$ cat config.mk
export PLATFORM = sky130hd
export DESIGN_NAME = fhyp_front
export DESIGN_NICKNAME = d
export VERILOG_FILES = /design/src/sv/assert_macros.svh /design/src/sv/fhyp_pkg.sv /design/src/sv/fhyp_front.sv
export SDC_FILE = /design/constraint.sdc
export NUM_CORES = 1
export LEC_CHECK = 0
export BUFFER_PORTS_ARGS = -buffer_cell sky130_fd_sc_hd__buf_4
export CORE_AREA = 2 2 86 109
export DETAILED_ROUTE_END_ITERATION = 10
export DIE_AREA = 0 0 88 111
export PLACE_DENSITY = 0.7
export SETUP_SLACK_MARGIN = 0.1
export SYNTH_ARGS = -nofsm -noshare
export SYNTH_HDL_FRONTEND = slang
export SYNTH_SLANG_ARGS = --single-unit
$ cat constraint.sdc
create_clock -name clk_i -period 4.6 [get_ports clk_i]
set_input_delay 0 -clock clk_i [delete_from_list [all_inputs] [get_ports clk_i]]
set_output_delay 0 -clock clk_i [all_outputs]
set_load 0.01 [all_outputs]
$ cat src/sv/assert_macros.svh
// assertion helpers shared by the rtl
`ifndef ASSERT_MACROS_SVH
`define ASSERT_MACROS_SVH

// property must hold while out of reset
`define ASSERT_ON(lbl, clk, rstn, prop) \
  lbl: assert property (@(posedge clk) disable iff (!rstn) (prop)) else $error("assertion failed");

// property must hold at every edge
`define ASSERT_ALWAYS(lbl, clk, prop) \
  lbl: assert property (@(posedge clk) (prop)) else $error("assertion failed");

`endif

$ cat src/sv/fhyp_pkg.sv
// ----------------------------------------------------------------------------
// fhyp_pkg
// shared types and constants of the single-precision hypotenuse unit
// ----------------------------------------------------------------------------
`timescale 1ns / 1ps

package fhyp_pkg;

  localparam logic [31:0] InfBits  = 32'h7F80_0000;
  localparam logic [31:0] QnanBits = 32'h7FC0_0000;
  localparam logic [31:0] AbsMask  = 32'h7FFF_FFFF;

  // classification decided in the front end
  typedef enum logic [1:0] {
    KIND_NORMAL = 2'd0,
    KIND_INF    = 2'd1,
    KIND_NAN    = 2'd2,
    KIND_ZERO   = 2'd3
  } kind_e;

  // one classified request as held in the queue
  typedef struct packed {
    kind_e       kind;
    logic [30:0] m_bits;
    logic [30:0] n_bits;
  } front_req_t;

  // unpacked finite float: value = sig * 2^(exp - 23 - 127), sig has leading one
  typedef struct packed {
    logic signed [9:0] exp;
    logic [23:0]       sig;
  } unp_t;

  function automatic unp_t unpack(input logic [30:0] b);
    unp_t u;
    logic [4:0] lz;
    logic [23:0] s;
    begin
      u = '0;
      lz = '0;
      if (b[30:23] != 8'd0) begin
        u.exp = $signed({2'b00, b[30:23]});
        u.sig = {1'b1, b[22:0]};
      end else begin
        s = {1'b0, b[22:0]};
        for (int i = 23; i >= 0; i--) begin
          if (s[i] && lz == 5'd0 && (s >> i) == 24'd1) lz = 5'(23 - i);
        end
        u.sig = s << lz;
        u.exp = 10'sd1 - $signed({5'd0, lz});
      end
      return u;
    end
  endfunction

  // round a significand with value sig * 2^(exp-127-24) plus guard/sticky
  // sig holds 25 bits: leading one at bit 24, round bit at bit 0
  // input: mantissa m[24:0] with leading one at bit 24 (i.e. 1.x with 24 frac)
  // plus sticky; exp is the biased exponent for the leading one
  function automatic logic [30:0] round_pack(input logic signed [9:0] exp,
                                             input logic [24:0] m,
                                             input logic sticky);
    logic [49:0] w;
    logic [5:0]  sh;
    logic [24:0] keep;
    logic        rb, st, lsb;
    logic [24:0] rnd;
    logic [30:0] r;
    begin
      if (exp >= 10'sd1) begin
        w = {m, 25'd0};
        sh = 6'd0;
      end else begin
        sh = (exp < -10'sd30) ? 6'd31 : 6'(10'sd1 - exp);
        w = {m, 25'd0} >> sh;
      end
      keep = {1'b0, w[49:26]};
      rb   = w[25];
      st   = sticky | (w[24:0] != 25'd0);
      if (exp < 10'sd1 && sh != 6'd0) st = st | (({m, 25'd0} & ((50'd1 << sh) - 50'd1)) != 0);
      lsb  = keep[0];
      rnd  = keep + {24'd0, rb & (st | lsb)};
      if (exp >= 10'sd1) begin
        if (rnd[24]) begin
          if (exp + 10'sd1 >= 10'sd255) r = InfBits[30:0];
          else r = {8'(exp + 10'sd1), 23'd0};
        end else if (exp >= 10'sd255) r = InfBits[30:0];
        else r = {exp[7:0], rnd[22:0]};
      end else begin
        r = {7'd0, rnd[23:0]};
      end
      return r;
    end
  endfunction

endpackage

$ cat src/sv/fhyp_front.sv
// ----------------------------------------------------------------------------
// fhyp_front
// accepts operand pairs, orders magnitudes and classifies special cases
// ----------------------------------------------------------------------------
`timescale 1ns / 1ps

module fhyp_front (
  input  logic                   clk_i,
  input  logic                   rst_ni,
  input  logic                   in_valid,
  output logic                   in_stall,
  input  logic [31:0]            x_bits_i,
  input  logic [31:0]            y_bits_i,
  output logic                   req_valid_o,
  input  logic                   req_stall_i,
  output fhyp_pkg::front_req_t   req_o
);
  import fhyp_pkg::*;

  logic [30:0] ax, ay;
  front_req_t  cls;
  logic        valid_q;
  front_req_t  req_q;

  // classify
  always_comb begin
    ax = x_bits_i[30:0];
    ay = y_bits_i[30:0];
    cls.m_bits = (ax > ay) ? ax : ay;
    cls.n_bits = (ax > ay) ? ay : ax;
    if (ax == InfBits[30:0] || ay == InfBits[30:0]) cls.kind = KIND_INF;
    else if (ax > InfBits[30:0] || ay > InfBits[30:0]) cls.kind = KIND_NAN;
    else if (cls.m_bits == 31'd0) cls.kind = KIND_ZERO;
    else cls.kind = KIND_NORMAL;
  end

  assign in_stall    = valid_q && req_stall_i;
  assign req_valid_o = valid_q;
  assign req_o       = req_q;

  // output register
  always_ff @(posedge clk_i or negedge rst_ni) begin
    if (!rst_ni) begin
      valid_q <= 1'b0;
    end else if (!in_stall) begin
      valid_q <= in_valid;
    end
  end

  always_ff @(posedge clk_i) begin
    if (!in_stall && in_valid) begin
      req_q <= cls;
    end
  end

endmodule

* Word-level counts from Yosys, hierarchy flattened
Index checks and enable logic that the tools add are counted.
** Word-level totals
- Register bits :: 65
** Operators by class
- Order comparisons :: 3
- Eq/ne operators :: 2
- Muxes and demuxes :: 4
- Reduce and logical (&&, ||, !) cells :: 6
** Operators with widths (count)
- $eq A31 B31 Y1 const B :: 2
- $gt A31 B31 Y1 const B :: 2
- $mux W31 :: 2
- $gt A31 B31 Y1 :: 1
- $logic_not A31 Y1 :: 1
- $mux W2 :: 2
- $logic_and A1 B1 Y1 :: 2
- $logic_or A1 B1 Y1 :: 2
- $logic_not A1 Y1 :: 1

* Logic depth before layout (Yosys ltp)
- Depth after elaboration :: 5
- Gate-level depth with buffers :: 9

* Worst setup path before layout
No wires, ideal clock.
- Path type :: register -> register
- From :: register valid_q (netlist: req_valid_o)
- To :: register req_q, in the netlist req_o[0] (enable)
- Setup time :: 0.494 ns
- Arrival time :: 3.473 ns
- Required time :: 4.106 ns
- Slack :: 0.633 ns
- Cell stages (with the launch flop) :: 3
- Buffers on the path :: 0
- Cell sequence :: dfrtp_1 > and2_1 > nor2b_1
** Between the ends
- Cells in the longest elaborated chain, start to end :: 3
** RTL lines
- start, declared :: line fhyp_front.sv:22 : logic valid_q;
- start signal, assigned :: line fhyp_front.sv:46 : valid_q <= in_valid;
- $logic_and A1 B1 Y1 :: line fhyp_front.sv:37 : assign in_stall = valid_q && req_stall_i;
- via in_stall :: line fhyp_front.sv:11 : output logic in_stall,
- $logic_not A1 Y1 :: line fhyp_front.sv:51 : if (!in_stall && in_valid) begin
- $logic_and A1 B1 Y1 :: line fhyp_front.sv:51
- end signal, assigned :: line fhyp_front.sv:52 : req_q <= cls;
- end, declared :: line fhyp_front.sv:23 : front_req_t req_q;
The timed path passes the listed nets, and every way through them passes these cells.
A chain may end at the register's enable or synchronous reset.

==> flow_summary.toml <==
[setup_path]
critPathArrivalTime_ns = 3.36
crit_required_ns = 4.68
slowest_delay_ns = 0.55
cp-end-kind = "flip-flop"
r2r_cells = 3
cp_num_cells = 11
cp_cell_sequence = "dlygate4sd3_1 > buf_4 > inv_1 > ha_1 > nand4_1 > nor4_4 > nand3_1 > o211ai_4 > buf_4 > mux2_2 > dlygate4sd3_1"
reg2reg_slack_ns = 2.39
r2r-end = "req_o[55]"
path_delay_family = "buffers and inverters"
critical_path.startpoint_type = "primary input"
rr_startpoint = "req_valid_o"
cp_buf_inv_count = 5
path_class = "primary input to flip-flop"
worst_path_max_delay_cell = "dlygate4sd3_1"
cp_max_fo = 35

[clocking]
postCtsSetupBuffers = 0
resized_gates_after_cts = 0
cts-htree-levels = 3
cts_made_buffers = 9
numClockSinks = 65
clock_transition_at_the_registers_of_the_reported_paths_ns = 0.05
clock_path_buffers = 2
cts_tree = "done"
worstSkewPairLatency_ns = 0.33
cts.root.buffer_cell = "clkbuf_16"

[hold_path]
hold_path_startpoint = "x_bits_i[3]"
hold_path_class = "primary input to flip-flop"
number_of_cells_on_the_worst_hold_path = 2
min_delay_worst_endpoint = "req_o[3]"

[flow_run]
timing.max_cap.violations = 0

[placed_design]
post-place-cells = 543
io_buffers = 131
gpl.final_weighted_congestion = 0.745
place.detailed.hpwl_um = 6970

[floorplan]
core_um2 = 8830
floorplan.die.height_um = 111
row_count = 39
floorplan.die.width_um = 88
num_io_pins = 134
floorplan.die_area_um2 = 9770
floorplan.initialDensity = 0.436

[synth]
yosys_warnings = 0
synth.ff_latch_count = 65
yosysUniqueCellTypes = 29
syn_nets = 391
synth_top_area_cells = "edfxtp_1 (50%), mux2_2 (12%), ha_1 (10%)"
synth_cells = 292
yosysTopAreaCellShare = 0.499
synthesis.area_um2 = 3850
sequential_fraction_of_the_synthesis_area = 0.506
post_synth_top_area_cell = "edfxtp_1"
postSynthAreaPerCell_um2 = 13.2

[grt]
track_usage = 0.201
grt_start_max_net_pins = 36
global_route.overflow_total = 0
grt_pass1_wl_um = 14900
grt_antenna_before_repair = 0
grt_pass1_vias = 3042

[route]
post_drt_wl_per_cell_um = 15.8
drt_first_iter_violations = 155
drt-pass1-iter-count = 4
routed_wl_um = 9500
dr_total_vias = 3011
remaining_drc_errors = 0
drtAntennaViolNets = 0
avgViaCountPerCell = 5.02

[cells_and_area]
layoutNonFillerInstCount = 600
layout-area-overhead-vs-synth_pct = 46.5
layout_commonest_cell = "buf_4"
nets = 571
postLayoutCoreUtil = 0.638
filler_cell_count = 693
layout-drive-gt1-share = 0.442
insertedDiodeCount = 0
most-common-layout-cells = "buf_4 (134), edfxtp_1 (64), mux2_2 (41), dlygate4sd3_1 (41), inv_1 (33)"

[power_and_ir_drop]
pwr_per_cell_area_nw_per_um2 = 321
peakVddDrop_v = 0.000246
p_leak_uw = 0.00249

[timing]
achievable-frequency_mhz = 304
hold_ws_ns = 0.00789
final-setup-viol-count = 0
timing.clock.skew_ns = 0.00644
grt_setup_unrepaired = "no"
period_share = 0.714
fin_tns_setup_ns = 0
worst-slew-pin-transition_ns = 0.905
hold_violations = 0
finalWorstPathRequiredPeriod_ns = 3.29
final-max-slew-violation-count = 0
max_slew_margin = 0.396

[run_status]
outcome = "finished, final reports clean"
-- sequential cells by signal, summed over array words and instances (netlist names) --
name	flops
req_valid_o	1
req_o	64
-- final cells by class --
type / instances / area, um^2 / area share
clock buffers: 12 / 236 / 0.0419
clock inverters: 4 / 43.8 / 0.00777
inverters: 33 / 124 / 0.0220
multi-input cells: 188 / 1720 / 0.305
flip-flops and latches: 65 / 1950 / 0.345
well taps: 123 / 154 / 0.0273
repair buffers: 175 / 1420 / 0.251
-- per-stage QoR --
step                      cell area (um^2)  worst slack [ns]  power, uW
final                                 5640              1.31       1810
after global routing                  5640              1.12       1890
after CTS                             5640              1.27       1830
after detailed placement              4950              1.99       1130
after global placement                4950              2.09       1120
after floorplan                       3850             0.633        973
-- per-layer routing --
| metal | wire length [um] | GRT usage | vias to the layer above |
|---|---|---|---|
| met5 | 0 | 0 | - |
| met4 | 150 | 0.0687 | 0 |
| met3 | 428 | 0.0514 | 13 |
| met2 | 5170 | 0.355 | 77 |
| met1 | 3750 | 0.230 | 1448 |
| li1 | - | - | 1473 |
-- power breakdown --
part | leakage, uW | total, uW | switching [uW] | internal [uW]
registers | 0.000621 | 731 | 12.9 | 718
clock network | 0.000138 | 649 | 233 | 416
logic | 0.00173 | 429 | 188 | 241
total | 0.00249 | 1810 | 435 | 1370
-- kinds of logic after synthesis --
| group | after synthesis | share of synthesized area |
|---|---|---|
| flops | 65 | 0.506 |
| fa+ha+maj | 31 | 0.101 |
| mux | 64 | 0.205 |
| buf+inv | 39 | 0.0497 |
| compound gates | 28 | 0.0445 |
| simple gates | 65 | 0.0936 |
-- synth_stat cells --
cell type and number:
ha_1 31, o31ai_1 1, nand2_1 12, dfrtp_1 1
mux2i_1 1, nor3_1 8, inv_1 33, nor2b_1 1
buf_6 6, o21ai_0 6, nor2_1 10, or2_2 1
o211ai_4 1, nand3b_1 1, a22oi_1 1, nand4_1 12
mux2_4 19, nor4_1 14, and2_1 1, a22o_1 1
nand4_2 1, mux2_2 41, a211oi_1 1, a221oi_1 1
nor4_4 1, edfxtp_1 64, mux2_1 3, nand3_1 3
a21oi_1 16
-- how the worst max path moves through the flow --
stage,from,to
final,y_bits_i[26],req_o[19]
after CTS,y_bits_i[26],req_o[19]
after floorplan,req_valid_o,req_o[0]
after global placement,y_bits_i[30],req_o[26]
after global routing,y_bits_i[26],req_o[19]
after detailed placement,y_bits_i[26],req_o[27]
-- worst register-to-register path, cell delays in order, from the launching register on --
cell and delay (ns):
dfrtp_1 0.37, and2_1 0.20, nor2b_4 0.72, buf_4 0.56
-- timing repair --
action	in CTS	in global routing
hold endpoints to repair	35	0
setup endpoints to repair	0	0
hold buffers	41	0
Power figures use the tool's default switching activity.
