**config.mk**
```make
export PLATFORM = sky130hd
export DESIGN_NAME = fhyp_queue
export DESIGN_NICKNAME = d
export VERILOG_FILES = /design/src/sv/assert_macros.svh /design/src/sv/fhyp_pkg.sv /design/src/sv/fhyp_queue.sv
export SDC_FILE = /design/constraint.sdc
export NUM_CORES = 1
export LEC_CHECK = 0
export BUFFER_PORTS_ARGS = -buffer_cell sky130_fd_sc_hd__buf_2
export CORE_MARGIN = 1
export CORE_UTILIZATION = 39
export CTS_BUF_LIST = sky130_fd_sc_hd__clkbuf_8
export DETAILED_ROUTE_END_ITERATION = 16
export PLACE_DENSITY = 0.63
export SLEW_MARGIN = 20
export SYNTH_ARGS = -nofsm -noshare
export SYNTH_HDL_FRONTEND = slang
export SYNTH_SLANG_ARGS = --single-unit
```
**constraint.sdc**
```tcl
create_clock -name clk_i -period 4 [get_ports clk_i]
set_clock_uncertainty 0.1 [all_clocks]
set_input_delay 0.6 -clock clk_i [delete_from_list [all_inputs] [get_ports clk_i]]
set_output_delay 0.6 -clock clk_i [all_outputs]
set_load 0.01 [all_outputs]
```
**src/sv/assert_macros.svh**
```systemverilog
// assertion helpers shared by the rtl
`ifndef ASSERT_MACROS_SVH
`define ASSERT_MACROS_SVH

// property must hold while out of reset
`define ASSERT_ON(lbl, clk, rstn, prop) \
  lbl: assert property (@(posedge clk) disable iff (!rstn) (prop)) else $error("assertion failed");

// property must hold at every edge
`define ASSERT_ALWAYS(lbl, clk, prop) \
  lbl: assert property (@(posedge clk) (prop)) else $error("assertion failed");

`endif

```
**src/sv/fhyp_pkg.sv**
```systemverilog
// ----------------------------------------------------------------------------
// fhyp_pkg
// shared types and constants of the single-precision hypotenuse unit
// ----------------------------------------------------------------------------
`timescale 1ns / 1ps

package fhyp_pkg;

  localparam logic [31:0] InfBits  = 32'h7F80_0000;
  localparam logic [31:0] QnanBits = 32'h7FC0_0000;
  localparam logic [31:0] AbsMask  = 32'h7FFF_FFFF;

  // classification decided in the front end
  typedef enum logic [1:0] {
    KIND_NORMAL = 2'd0,
    KIND_INF    = 2'd1,
    KIND_NAN    = 2'd2,
    KIND_ZERO   = 2'd3
  } kind_e;

  // one classified request as held in the queue
  typedef struct packed {
    kind_e       kind;
    logic [30:0] m_bits;
    logic [30:0] n_bits;
  } front_req_t;

  // unpacked finite float: value = sig * 2^(exp - 23 - 127), sig has leading one
  typedef struct packed {
    logic signed [9:0] exp;
    logic [23:0]       sig;
  } unp_t;

  function automatic unp_t unpack(input logic [30:0] b);
    unp_t u;
    logic [4:0] lz;
    logic [23:0] s;
    begin
      u = '0;
      lz = '0;
      if (b[30:23] != 8'd0) begin
        u.exp = $signed({2'b00, b[30:23]});
        u.sig = {1'b1, b[22:0]};
      end else begin
        s = {1'b0, b[22:0]};
        for (int i = 23; i >= 0; i--) begin
          if (s[i] && lz == 5'd0 && (s >> i) == 24'd1) lz = 5'(23 - i);
        end
        u.sig = s << lz;
        u.exp = 10'sd1 - $signed({5'd0, lz});
      end
      return u;
    end
  endfunction

  // round a significand with value sig * 2^(exp-127-24) plus guard/sticky
  // sig holds 25 bits: leading one at bit 24, round bit at bit 0
  // input: mantissa m[24:0] with leading one at bit 24 (i.e. 1.x with 24 frac)
  // plus sticky; exp is the biased exponent for the leading one
  function automatic logic [30:0] round_pack(input logic signed [9:0] exp,
                                             input logic [24:0] m,
                                             input logic sticky);
    logic [49:0] w;
    logic [5:0]  sh;
    logic [24:0] keep;
    logic        rb, st, lsb;
    logic [24:0] rnd;
    logic [30:0] r;
    begin
      if (exp >= 10'sd1) begin
        w = {m, 25'd0};
        sh = 6'd0;
      end else begin
        sh = (exp < -10'sd30) ? 6'd31 : 6'(10'sd1 - exp);
        w = {m, 25'd0} >> sh;
      end
      keep = {1'b0, w[49:26]};
      rb   = w[25];
      st   = sticky | (w[24:0] != 25'd0);
      if (exp < 10'sd1 && sh != 6'd0) st = st | (({m, 25'd0} & ((50'd1 << sh) - 50'd1)) != 0);
      lsb  = keep[0];
      rnd  = keep + {24'd0, rb & (st | lsb)};
      if (exp >= 10'sd1) begin
        if (rnd[24]) begin
          if (exp + 10'sd1 >= 10'sd255) r = InfBits[30:0];
          else r = {8'(exp + 10'sd1), 23'd0};
        end else if (exp >= 10'sd255) r = InfBits[30:0];
        else r = {exp[7:0], rnd[22:0]};
      end else begin
        r = {7'd0, rnd[23:0]};
      end
      return r;
    end
  endfunction

endpackage

```
**src/sv/fhyp_queue.sv**
```systemverilog
// ----------------------------------------------------------------------------
// fhyp_queue
// short fifo between the front end and the arithmetic pipeline
// ----------------------------------------------------------------------------
`timescale 1ns / 1ps

module fhyp_queue #(
  parameter int unsigned Depth = 4
) (
  input  logic                 clk_i,
  input  logic                 rst_ni,
  input  logic                 wr_valid_i,
  output logic                 wr_stall_o,
  input  fhyp_pkg::front_req_t wr_data_i,
  output logic                 rd_valid_o,
  input  logic                 rd_stall_i,
  output fhyp_pkg::front_req_t rd_data_o
);
  import fhyp_pkg::*;

  localparam int unsigned Aw = (Depth > 1) ? $clog2(Depth) : 1;

  front_req_t       mem_q [Depth];
  logic [Aw-1:0]    wp_q, rp_q;
  logic [Aw:0]      cnt_q;
  logic             push, pop;

  assign wr_stall_o = (cnt_q == (Aw+1)'(Depth));
  assign rd_valid_o = (cnt_q != '0);
  assign rd_data_o  = mem_q[rp_q];
  assign push = wr_valid_i && !wr_stall_o;
  assign pop  = rd_valid_o && !rd_stall_i;

  // storage
  always_ff @(posedge clk_i) begin
    if (push) mem_q[wp_q] <= wr_data_i;
  end

  // pointers and fill count
  always_ff @(posedge clk_i or negedge rst_ni) begin
    if (!rst_ni) begin
      wp_q <= '0;
      rp_q <= '0;
      cnt_q <= '0;
    end else begin
      if (push) wp_q <= (wp_q == Aw'(Depth - 1)) ? '0 : wp_q + 1'b1;
      if (pop)  rp_q <= (rp_q == Aw'(Depth - 1)) ? '0 : rp_q + 1'b1;
      cnt_q <= cnt_q + (Aw+1)'(push) - (Aw+1)'(pop);
    end
  end

endmodule

```
* Yosys cells after proc, flatten, opt, wreduce, memory -nomap -nowiden *
Memories as Yosys holds them, arrays and structs flattened.
Index checks and enable logic that the tools add are counted.

storage, ports and cells
  memory bits (writable) = 256
  input port bits = 68
  ROM bits = 0
  memories kept = 1
  word-level logic and storage cells = 20
  latch bits = 0
  flip-flop bits (word level) = 7
  output and inout bits = 66

operators by class
  equal/unequal tests = 3
  bitwise gates (word level) = 0
  multiply operators = 0
  add/subtract/negate cells = 4
  reduce and logical (&&, ||, !) cells = 5
  shift operators = 0
  $lt $le $gt $ge = 0
  div/mod/pow operators = 0
  muxes and demuxes = 4

memories
  name   words  bits a word  rd ports  clocked after Yosys merged registers in  wr ports  RTL line          RTL
  mem_q  4      64           1         0                                        1         fhyp_queue.sv:23  front_req_t mem_q [Depth];

operators by type and width
  operator                                     number
  adder 2 x 1 -> 2 bit, second input constant  2
  equality test 2 bit, second input constant   2
  2-to-1 mux 2 bit                             2
  adder 3 x 1 -> 3 bit                         1
  equality test 3 bit, second input constant   1
  nonzero test 3 bit                           1
  subtractor 3 x 1 -> 3 bit                    1
  logical AND 1 bit                            2
  zero test 1 bit                              2
  2-to-1 mux 1 bit                             2

* Longest topological paths before layout *
Gate-level depths: netlist of the first run.

  word-level depth = 5
  depth in mapped cells = 9
  depth with buffers taken out = 9

* Worst setup path before layout of the first run *
OpenSTA, ideal clock, no wires.

  path kind = reg2reg
  from = reg cnt_q[2]
  to = mem mem_q[0][0] (netlist bit) (enable)
  period minus slack after synthesis = 2.724 ns
  arrival = 2.194 ns
  path slack = 1.276 ns
  buffers on the path = 0
  cell stages (with the launch flop) = 3
  setup time = 0.429 ns
  required time = 3.471 ns
  cell sequence = dfrtp_1 or3b_4 and3_1

on the way
  cells in the longest elaborated chain, start to end = 5

ends and longest elaborated chain
  what                                    RTL line          RTL
  start, declared                         fhyp_queue.sv:25  logic [Aw:0] cnt_q;
  start signal, assigned                  fhyp_queue.sv:48  cnt_q <= cnt_q + (Aw+1)'(push) - (Aw+1)'(pop);
  equality test 3 bit                     fhyp_queue.sv:28  assign wr_stall_o = (cnt_q == (Aw+1)'(Depth));
  zero test 1 bit                         fhyp_queue.sv:31  assign push = wr_valid_i && !wr_stall_o;
  logical AND 1 bit                       fhyp_queue.sv:31
  2-to-1 mux 1 bit                        fhyp_queue.sv:36  if (push) mem_q[wp_q] <= wr_data_i;
  2-to-1 mux 1 bit (not written as such)  fhyp_queue.sv:36
  end, declared                           fhyp_queue.sv:23

No other way between the ends.

==> key figures, run 1 <==
Hold path
  – Hold Startpoint: wr_data_i[51]
  – Hold Path Sink: mem_q[1][51]
  – Worst hold path depth: 1
  – Hold WC Path Type: primary input to register

CTS
  – TritonCTS clock tree: done
  – Clock Pin Slew Worst Setup and Hold Paths: 0.06 ns
  – CTS resizes: 0
  – H-tree levels: 2
  – Clk buf depth: 3
  – Num CTS Buffers: between 40 and 50
  – Clock sink count: roughly 260
  – Root Driver: clkbuf_8
  – Clock Latency Late Sink: roughly 0.52 ns

Synth
  – Most used DFF post-synth: edfxtp_1
  – Syn Nets: around 450
  – Post-synth top cells: edfxtp_1 (256), mux4_2 (64), dfrtp_1 (7), ha_1 (7), inv_1 (7)
  – Sequential-to-total area share from yosys stat: ~81%
  – Syn Area/Cell: 26.0 um^2
  – Yosys cell types: 19
  – Mapped Area: between 9000 and 10000 um^2
  – Most common cell in the netlist: edfxtp_1
  – Ys Warns: 0
  – Post-synthesis cell count: approximately 370
  – Yosys top cell by area: edfxtp_1
  – Top post-synthesis cells by area: edfxtp_1 (80%), mux4_2 (15%), dfrtp_1 (1.8%)
  – Ys async rst share: about 2.7%
  – Register bit total from synthesis: approximately 260
  – Yosys top cell area share: around four fifths
  – Number of flops mapped to enable cells by yosys: 256

Pwr
  – VDD IR max: 0.401 mV
  – Internal: between 5000 and 6000 uW
  – Pwr/cell area: 720 nW/um^2
  – Switching Share: 29.5%
  – Reg power frac: approximately half
  – Clk pwr share: between 20 and 30%
  – Comb pwr share: between 20% and 30%
  – LEAKAGE: between 0.003 and 0.004 uW
  – Total power: slightly above 8000 uW
  – Switch Pwr: between 2000 and 2500 uW

GRT
  – Grt ovf: 0
  – Largest net degree at the start of global routing: 67
  – Initial antenna violation count: 1
  – Via count of the first global-routing pass: slightly below 5000
  – Gr usage total: around 14%
  – First-pass GRT wire length: 27800 um

STA
  – Slew Limit Headroom: a little under a third
  – Final worst slack: between 0.7 and 0.8 ns
  – Min Tclk post-route: approximately 3.3 ns
  – Final Cycle Share: 82.1%
  – RSZ-0062 raised after global routing: no
  – Hold Vio Cnt, Final: 0
  – Max-slew violations: 0
  – Max Freq: roughly 0.30 GHz
  – Worst-margin pin slew: a little over 1 ns
  – Final setup viols: 0
  – Fin Setup TNS: 0 ns

Place
  – DP Worst Slack: 1.17 ns
  – Gp weighted congestion: 0.704
  – I/O Buffers: between 100 and 150
  – Dpl hpwl: about 9600 um
  – Placed cell areas: about 11000 um^2

Setup path
  – CP required: between 3 and 4 ns
  – Reg-to-reg slack, setup: between 1.5 and 2 ns
  – Crit-path max FO: 44
  – Reg2reg path depth: 9
  – CP Capture Type: output pin
  – Kind of critical path: register to output pin
  – Worst Setup Start Kind: register
  – Reg-to-reg startpoint: cnt_q[1]
  – CP arrival: ~2.6 ns
  – RR Endpoint: cnt_q[2]

Floorplan
  – DIE HEIGHT: 159 um
  – Top Ports: between 100 and 150
  – Std-Cell Rows: 57
  – Die Wd: around 160 um
  – Core footprint: roughly 24000 um^2
  – Initial Util: between 30% and 40%
  – Die ar.: approximately 25000 um^2

Detailed routing
  – Vias: roughly 4400
  – Residual DRC: 0
  – Drt first pass iters: 4
  – Wirelength per Cell: ~19 um
  – Total wire length: 17400 um
  – Via density: around 4.9
  – DR iter-0 viols: approximately 230
  – ANT nets after route: 0

Final layout
  – Final Cell Area: between 10000 and 15000 um^2
  – Fin nets: ~610
  – Fillcell total: 2060
  – Final Core Density: a little under half
  – Area Overhead vs Synth: 18.7%
  – Layout cell share with drive strength beyond 1: between 40% and 50%

Run
  – Maxcap violations: 0

Status
  – Outcome: complete, no violations
through the flow:
step / cells / hold WS, ns
5_1_grt: 894 / 0.151
2_1_floorplan: 372 / 0.204
3_5_place_dp: 816 / 0.348
6_report: 896 / 0.186
4_1_cts: 893 / 0.145
3_3_place_gp: 816 / 0.339
worst max-delay path, cell delays in order, from the launching register on:
cell     delay (ns)
dfrtp_4        1.01
buf_12         0.32
mux4_2         0.54
buf_2          0.15
registers in the layout, summed over array words and instances, names as in the netlist:
register / cells
rp_q: 2
mem_q: 256
cnt_q: 3
wp_q: 2
power groups by stage:
stage               clock network, uW  logic (uW)  registers (uW)
global route                     2260        2330            4130
global placement                    0        2150            4100
floorplan                           0        1650            3820
CTS                              2140        2190            4080
finish                           2060        2150            4050
detailed placement                  0        2190            4130
cells in the final DEF (no fill, tap or decap), drive strengths merged:
| cell | count |
|---|---|
| nand2 | 1 |
| clkinvlp | 2 |
| or3b | 1 |
| dlygate4sd3 | 1 |
| and3 | 4 |
| fa | 1 |
| o41ai | 1 |
| mux2 | 3 |
| inv | 19 |
| o21ai | 1 |
| ha | 7 |
| xnor2 | 2 |
| clkbuf | 43 |
| diode | 2 |
| nor3 | 1 |
| nor2 | 2 |
| dfrtp | 7 |
| mux4 | 64 |
| bufinv | 1 |
| buf | 135 |
| edfxtp | 256 |
| clkinv | 18 |
kinds of logic after synthesis:
kind of cell    Yosys count  share of synthesized area, %
flops                   263                          81.4
fa+ha+maj                 8                          1.11
mux                      67                          15.3
simple gates              9                         0.570
compound gates            2                         0.142
buf+inv                  21                          1.36
xor+xnor                  2                         0.181
worst max path at each step:
| stage | to | cells past startpoint | startpoint |
|---|---|---|---|
| CTS | rd_data_o[41] | 3 | rp_q[0] |
| floorplan | mem_q[0][0] | 2 | cnt_q[2] |
| global route | rd_data_o[2] | 3 | rp_q[0] |
| global placement | rd_data_o[0] | 3 | rp_q[0] |
| detailed placement | rd_data_o[41] | 3 | rp_q[0] |
| finish | rd_data_o[41] | 3 | rp_q[0] |
area by class of cell:
class / count / area (um^2) / share of cell area (%)
Tap cell: 324 / 405 / 3.53
Inverter: 7 / 26.3 / 0.229
Timing Repair Buffer: 136 / 723 / 6.30
Clock buffer: 43 / 592 / 5.16
Multi-Input combinational cell: 88 / 1690 / 14.7
Antenna cell: 2 / 5.00 / 0.0436
Sequential cell: 263 / 7870 / 68.6
Clock inverter: 33 / 164 / 1.43
repair_timing:
action / 4_1_cts / 5_1_grt
buffers inserted: 0 / 0
setup endpoints to repair: 0 / 0
endpoints found under the hold margin: 7 / 0
hold buffers: 1 / 0
layer usage:
metal  share of wire (%)  global-route usage (%)
met3                 7.2                    4.35
met2                  50                    23.8
met5                   0                       0
met1                  41                    18.2
met4                 2.2                    5.03
Note: power is estimated with default switching activity, not from simulation.
==> run 2, diff against run 1 <==
--- a/config.mk
+++ b/config.mk
@@ -10,7 +10,7 @@
 export CORE_UTILIZATION = 39
 export CTS_BUF_LIST = sky130_fd_sc_hd__clkbuf_8
 export DETAILED_ROUTE_END_ITERATION = 16
-export PLACE_DENSITY = 0.63
+export PLACE_DENSITY = 0.65
 export SLEW_MARGIN = 20
 export SYNTH_ARGS = -nofsm -noshare
 export SYNTH_HDL_FRONTEND = slang
==> constraint.sdc (replaced) <==
create_clock -name clk_i -period 2.84 [get_ports clk_i]
set_clock_uncertainty 0.1 [all_clocks]
set_input_delay 0.426 -clock clk_i [delete_from_list [all_inputs] [get_ports clk_i]]
set_output_delay 0.426 -clock clk_i [all_outputs]
set_load 0.01 [all_outputs]
==> key figures, run 2 (synthesized netlist as in run 1, its figures left out) <==
Setup path
  – Slowest-stage cell, CP: dfrtp_4
  – Crit-path cells: buf_12 > mux4_2 > buf_2
  – Reg2reg path depth: 9 (unchanged)
  – Slowest cell delay on critical path: 0.62 ns (-0.39 ns)
  – Worst Setup Start Kind: register
  – Crit-path max FO: 24 (-45%)
  – CP Buf/Inv Count: 2 (unchanged)
  – Kind of critical path: register to output pin
  – WP depth: 3 (unchanged)
  – Reg-to-reg slack, setup: 0.49 ns (-1.05 ns)
  – CP arrival: 2.16 ns (-0.43 ns)
  – CP Capture Type: output pin
  – CP required: 2.31 ns (-0.99 ns)
  – Top Family by Delay on Critical Path: flip-flops

STA
  – Final Cycle Share: between 90% and 100%
  – Max Freq: ~0.37 GHz
  – Fin Setup TNS: 0 ns (unchanged)
  – Final setup viols: 0 (unchanged)
  – Worst-margin pin slew: 0.603 ns (-0.423 ns)
  – Min Tclk post-route: approximately 2.7 ns
  – Max-slew violations: 0 (unchanged)
  – Hold Vio Cnt, Final: 0 (unchanged)
  – Slew Limit Headroom: 59.8% (+28 points)
  – RSZ-0062 raised after global routing: no

Detailed routing
  – ANT nets after route: 0 (unchanged)
  – Vias: 4612 (+5.1%)
  – DR iter-0 viols: 250 (+7.3%)
  – Wirelength per Cell: 18.9 um (-2.8%)
  – Residual DRC: 0 (unchanged)
  – Via density: 4.80 (-2.0%)
  – Total wire length: 18200 um (+4.2%)
  – Drt first pass iters: 4 (unchanged)

Status
  – Outcome: complete, no violations

GRT
  – Grt ovf: 0 (unchanged)
  – Gr usage total: 14.7% (+0.27 points)
  – Initial antenna violation count: 1 (unchanged)
  – Via count of the first global-routing pass: 5149 (+6.8%)
  – Largest net degree at the start of global routing: 38 (-43%)
  – First-pass GRT wire length: 28200 um (+1.4%)

Floorplan
  – DIE HEIGHT: 159 um (unchanged)
  – Initial Util: 39.7% (unchanged)
  – Die Wd: 159 um (unchanged)
  – Die ar.: 25400 um^2 (unchanged)
  – Core footprint: 24300 um^2 (unchanged)
  – Top Ports: 134 (unchanged)
  – Std-Cell Rows: 57 (unchanged)

Pwr
  – VDD IR max: 0.451 mV (+12%)
  – Total power: 11900 uW (+44%)
  – Pwr/cell area: 978 nW/um^2 (+36%)
  – LEAKAGE: 0.00426 uW (+8.1%)

Place
  – Dpl hpwl: 10700 um (+11%)
  – Placed cell areas: 10800 um^2 (+1.5%)
  – I/O Buffers: 133 (unchanged)
  – # placed instances: 828 (+1.5%)
  – Gp weighted congestion: 0.695 (-1.4%)

CTS
  – Clock Pin Slew Worst Setup and Hold Paths: 0.05 ns (about the same)
  – Clock sink count: 263 (unchanged)
  – Root Driver: clkbuf_8
  – Clk buf depth: 3 (unchanged)
  – Clock Latency Late Sink: 0.52 ns (about the same)
  – H-tree levels: 2 (unchanged)
  – TritonCTS clock tree: done
  – CTS resizes: 0 (unchanged)
  – Num CTS Buffers: 44 (+4.8%)

Hold path
  – Worst hold path depth: 1 (unchanged)
  – Hold WC Path Type: primary input to register

Final layout
  – Area Overhead vs Synth: 25.9%
  – Finished Layout Cells: 961 (+7.3%)
  – Largest Register: mem_q
  – Most frequent cells in the layout: edfxtp_1 (256), buf_2 (133), mux4_2 (64)
  – Fin nets: 681 (+11%)
  – Fillcell total: 1953 (-5.2%)
  – Commonest non-fill, non-tap cell in the layout: edfxtp_1
  – Top Registers: mem_q x256, cnt_q x3
  – Max reg flops: 256 (unchanged)
  – Final Cell Area: 12200 um^2 (+6.1%)
  – Layout cell share with drive strength beyond 1: 43.1% (-2.7 points)

Run
  – Maxcap violations: 0 (unchanged)
==> run 2: cell count changes in the layout (fill, tap and decap cells not counted), moves of 2 or more <==
cell           change
clkbuf_8           +2
clkinvlp_4         -2
buf_4              +6
buf_12             +6
dlygate4sd3_1     +53
==> run 2: path summary, 6_finish.rpt <==
check	start	endpoint
worst max-delay path	rp_q[0]	rd_data_o[4]
worst min-delay path	wr_data_i[60]	mem_q[3][60]
worst max register to register	cnt_q[1]	cnt_q[2]
worst min register to register	cnt_q[0]	cnt_q[0]
max in group asynchronous	rst_ni	rp_q[0]
min in group asynchronous	rst_ni	rp_q[1]
==> run 2: stage by stage <==
step / hold slack, ns / setup slack [ns] / utilization [%]
2_1_floorplan: 0.0304 / 0.116 / -
3_3_place_gp: 0.164 / 0.500 / 44.6
3_5_place_dp: 0.168 / 0.497 / 44.6
4_1_cts: 0.00152 / 0.0769 / 50.0
5_1_grt: 0.00150 / 0.0176 / 50.0
6_report: 0.0312 / 0.157 / 50.0
==> run 2: worst register-to-register path, stage by stage (launching register included) <==
cell	delay, ns
dfrtp_1	0.43
or3b_4	0.45
nand2_2	0.12
ha_1	0.23
inv_1	0.05
ha_1	0.14
inv_1	0.05
fa_1	0.38
xnor2_1	0.19
xnor2_1	0.14
==> run 2: layout make-up <==
| type | instances | area (um^2) | share of cell area, % |
|---|---|---|---|
| timing repair buffer | 201 | 1400 | 11.5 |
| sequential | 263 | 7870 | 64.7 |
| clock buffer | 45 | 619 | 5.09 |
| clock inverter | 32 | 154 | 1.26 |
| tap | 324 | 405 | 3.33 |
| antenna | 1 | 2.50 | 0.0206 |
| multi-input combinational | 88 | 1690 | 13.9 |
| inverter | 7 | 26.3 | 0.216 |
==> run 2: metal layers <==
| metal | wire length [um] | track usage (%) |
|---|---|---|
| met4 | 250 | 4.28 |
| met1 | 7760 | 18.3 |
| met3 | 1090 | 4.27 |
| met2 | 9090 | 25.0 |
| met5 | 0 | 0 |
==> run 2: repair_timing <==
item / CTS / global route
endpoints found under the setup margin: 38 / 0
hold buffers: 54 / 0
hold endpoints to repair: 200 / 0
setup buffers: 1 / 0
==> run 2: power by group <==
part           total, uW  internal [uW]  switching [uW]
clock               2920           1550            1370
sequential          5490           5140             356
combinational       3490           1730            1750
total              11900           8420            3480
==> run 3, diff against run 2 <==
--- a/config.mk
+++ b/config.mk
@@ -5,6 +5,7 @@
 export SDC_FILE = /design/constraint.sdc
 export NUM_CORES = 1
 export LEC_CHECK = 0
+export ABC_AREA = 1
 export BUFFER_PORTS_ARGS = -buffer_cell sky130_fd_sc_hd__buf_2
 export CORE_MARGIN = 1
 export CORE_UTILIZATION = 39
==> constraint.sdc (replaced) <==
create_clock -name clk_i -period 2.84 [get_ports clk_i]
set_clock_uncertainty 0.1 [all_clocks]
set_input_delay 0.284 -clock clk_i [delete_from_list [all_inputs] [get_ports clk_i]]
set_output_delay 0.284 -clock clk_i [all_outputs]
set_load 0.01 [all_outputs]
==> key figures, run 3 <==
Status
  – Outcome: complete, no violations

Detailed routing
  – Residual DRC: 0 (unchanged)
  – Via density: 4.66 (-2.9%)
  – Wirelength per Cell: 14.2 um (-25%)
  – Total wire length: 19900 um (+9.7%)
  – ANT nets after route: 0 (unchanged)
  – DR iter-0 viols: 324 (+30%)
  – Vias: 6521 (+41%)
  – Drt first pass iters: 5 (+1)

Floorplan
  – Top Ports: 134 (unchanged)
  – Std-Cell Rows: 60 (+5.3%)
  – Die ar.: 28100 um^2 (+10%)
  – DIE HEIGHT: 168 um (+5.1%)
  – Die Wd: 168 um (+5.1%)
  – Initial Util: 39.7% (-0.082 points)
  – Core footprint: 27000 um^2 (+11%)

Synth
  – Yosys top cell area share: 71.9% (-7.6 points)
  – Mapped Area: 10700 um^2 (+11%)
  – Number of flops mapped to enable cells by yosys: 256 (unchanged)
  – Most common cell in the netlist: edfxtp_1
  – Most used DFF post-synth: edfxtp_1
  – Post-synthesis cell count: 806 (+120%)
  – Register bit total from synthesis: 263 (unchanged)
  – Yosys cell types: 15 (-4)
  – Sequential-to-total area share from yosys stat: 73.6% (-7.8 points)
  – Syn Area/Cell: 13.3 um^2 (-49%)
  – Ys async rst share: 2.66% (unchanged)
  – Post-synth top cells: edfxtp_1 (256), nand2_1 (209), inv_1 (143)
  – Syn Nets: 882 (+97%)
  – Top post-synthesis cells by area: edfxtp_1 (72%), o211ai_1 (8.9%), nand2_1 (7.3%)
  – Yosys top cell by area: edfxtp_1
  – Ys Warns: 0 (unchanged)

CTS
  – TritonCTS clock tree: done
  – Hold buffer count at CTS: 68 (+26%)
  – Postcts setup bufs: 0 (-1)
  – Root Driver: clkbuf_8
  – Clock sink count: 263 (unchanged)
  – Clk buf depth: 3 (unchanged)
  – H-tree levels: 2 (unchanged)
  – CTS resizes: 0 (unchanged)
  – Clock Latency Late Sink: 0.51 ns (about the same)
  – Clock Pin Slew Worst Setup and Hold Paths: 0.06 ns (about the same)
  – Num CTS Buffers: 44 (unchanged)

Setup path
  – Worst Setup Start Kind: register
  – Kind of critical path: register to output pin
  – Crit-path cells: buf_4 > nand2_1 > o211ai_1 > nand2_1 > buf_2
  – CP Capture Type: output pin
  – Slowest-stage cell, CP: dfrtp_4
  – CP Buf/Inv Count: 2 (unchanged)
  – Slowest cell delay on critical path: 0.68 ns (+0.06 ns)
  – Top Family by Delay on Critical Path: flip-flops
  – CP required: 2.46 ns (+0.15 ns)
  – CP arrival: 2.08 ns (-0.08 ns)
  – CP dominant cell by count: nand2_1
  – Crit-path max FO: 43 (+79%)

Pwr
  – Pwr/cell area: 962 nW/um^2 (-1.6%)
  – Total power: 12600 uW (+5.8%)
  – LEAKAGE: 0.00531 uW (+25%)
  – VDD IR max: 0.566 mV (+25%)

Final layout
  – Fillcell total: 2295 (+18%)
  – Fin nets: 1103 (+62%)
  – Largest Register: mem_q
  – Most frequent cells in the layout: edfxtp_1 (256), nand2_1 (209), inv_1 (157)
  – Commonest non-fill, non-tap cell in the layout: edfxtp_1
  – Area Overhead vs Synth: 22.5%
  – Top Registers: mem_q x256, cnt_q x3
  – N_diodes: 0 (-1)
  – Layout cell share with drive strength beyond 1: 19.9% (-23 points)
  – Finished Layout Cells: 1400 (+46%)
  – Max reg flops: 256 (unchanged)
  – Final Core Density: 48.6% (-1.4 points)

STA
  – Final hold slack: 0.397 ns (+0.366 ns)
  – Max Freq: 0.406 GHz (+8.9%)
  – Final Cycle Share: 86.7% (-7.7 points)
  – Fin Setup TNS: 0 ns (unchanged)
  – Worst-margin pin slew: 0.587 ns (-0.0159 ns)
  – Final setup viols: 0 (unchanged)
  – Slew Limit Headroom: 60.9% (+1.1 points)
  – Hold Vio Cnt, Final: 0 (unchanged)
  – RSZ-0062 raised after global routing: no
  – Min Tclk post-route: 2.46 ns (-0.220 ns)
  – Max-slew violations: 0 (unchanged)

GRT
  – Grt ovf: 0 (unchanged)
  – Largest net degree at the start of global routing: 85 (+120%)
  – Initial antenna violation count: 0 (-1)
  – Gr usage total: 14.4% (-0.31 points)
  – Via count of the first global-routing pass: 6275 (+22%)
  – First-pass GRT wire length: 31700 um (+12%)

Place
  – Dpl hpwl: 11100 um (+3.7%)
  – Gp weighted congestion: 0.728 (+4.7%)
  – # placed instances: 1254 (+51%)
  – I/O Buffers: 133 (unchanged)

Hold path
  – Hold WC Path Type: primary input to register

Run
  – Maxcap violations: 0 (unchanged)
run 3: cell count changes after synthesis, sizes merged, moves of 2 or more:
cell,before,now
and3,4,0
nand3,0,5
o211ai,0,128
nor2,2,7
nand2,1,209
mux2,3,0
xnor2,2,0
buf,13,41
mux4,64,0
inv,7,144
run 3: cells by family after synthesis:
group                      count (synthesis)  share of synthesized area (%)
DFF                                      263                           73.6
and+or+nand+nor                          221                           7.82
buffers and inverters                    186                           8.56
AOI/OAI and AO/OA                        128                           9.04
adders and majority gates                  8                           1.01
run 3: worst register-to-register path: stages, from the launching register on:
cell and delay [ns]:
dfrtp_1 0.43, nor2_1 0.16, nand2_1 0.12, nand2_1 0.07
buf_4 0.19, ha_1 0.25, inv_1 0.06, ha_1 0.14
inv_1 0.06, fa_1 0.38, nand3_1 0.10, nand2_1 0.05
run 3: layout make-up:
class	instances	area (um^2)	area share, %
clock buffer	46	633	4.83
clock inverter	32	184	1.40
inverter	144	541	4.13
multi-input combinational	357	1940	14.8
sequential	263	7870	60.1
tap	341	427	3.26
timing repair buffer	217	1500	11.5
run 3: where the power goes:
part,internal (uW),switching [uW]
clock network,1680,1390
logic,1470,2690
registers,5110,252
total,8260,4340
run 3: metal layers:
metal / vias to the layer above / share of wire, % / GRT usage (%)
met4: 0 / 2.4 / 5.23
met1: 3108 / 43 / 16.7
met3: 43 / 5.2 / 3.57
met5: - / 0 / 0
li1: 3234 / - / -
met2: 136 / 50 / 25.7
run 3: through the flow:
stage / area, um^2 / setup slack [ns]
after detailed placement: 11600 / 0.660
final: 13100 / 0.377
after global placement: 11600 / 0.708
after global routing: 13100 / 0.173
after CTS: 13100 / 0.319
after floorplan: 10700 / -0.119
run 3: final timing paths:
kind / start / endpoint / slack [ns] / depth (start not counted)
worst max-delay path: rp_q[0] / rd_data_o[4] / 0.38 / 5
worst min-delay path: wr_data_i[36] / mem_q[2][36] / 0.40 / 2
worst max register to register: cnt_q[1] / cnt_q[2] / 0.64 / 11
worst min register to register: cnt_q[0] / cnt_q[0] / 0.41 / 1
max in group asynchronous: rst_ni / rp_q[0] / 1.75 / 3
min in group asynchronous: rst_ni / cnt_q[0] / 0.62 / 3
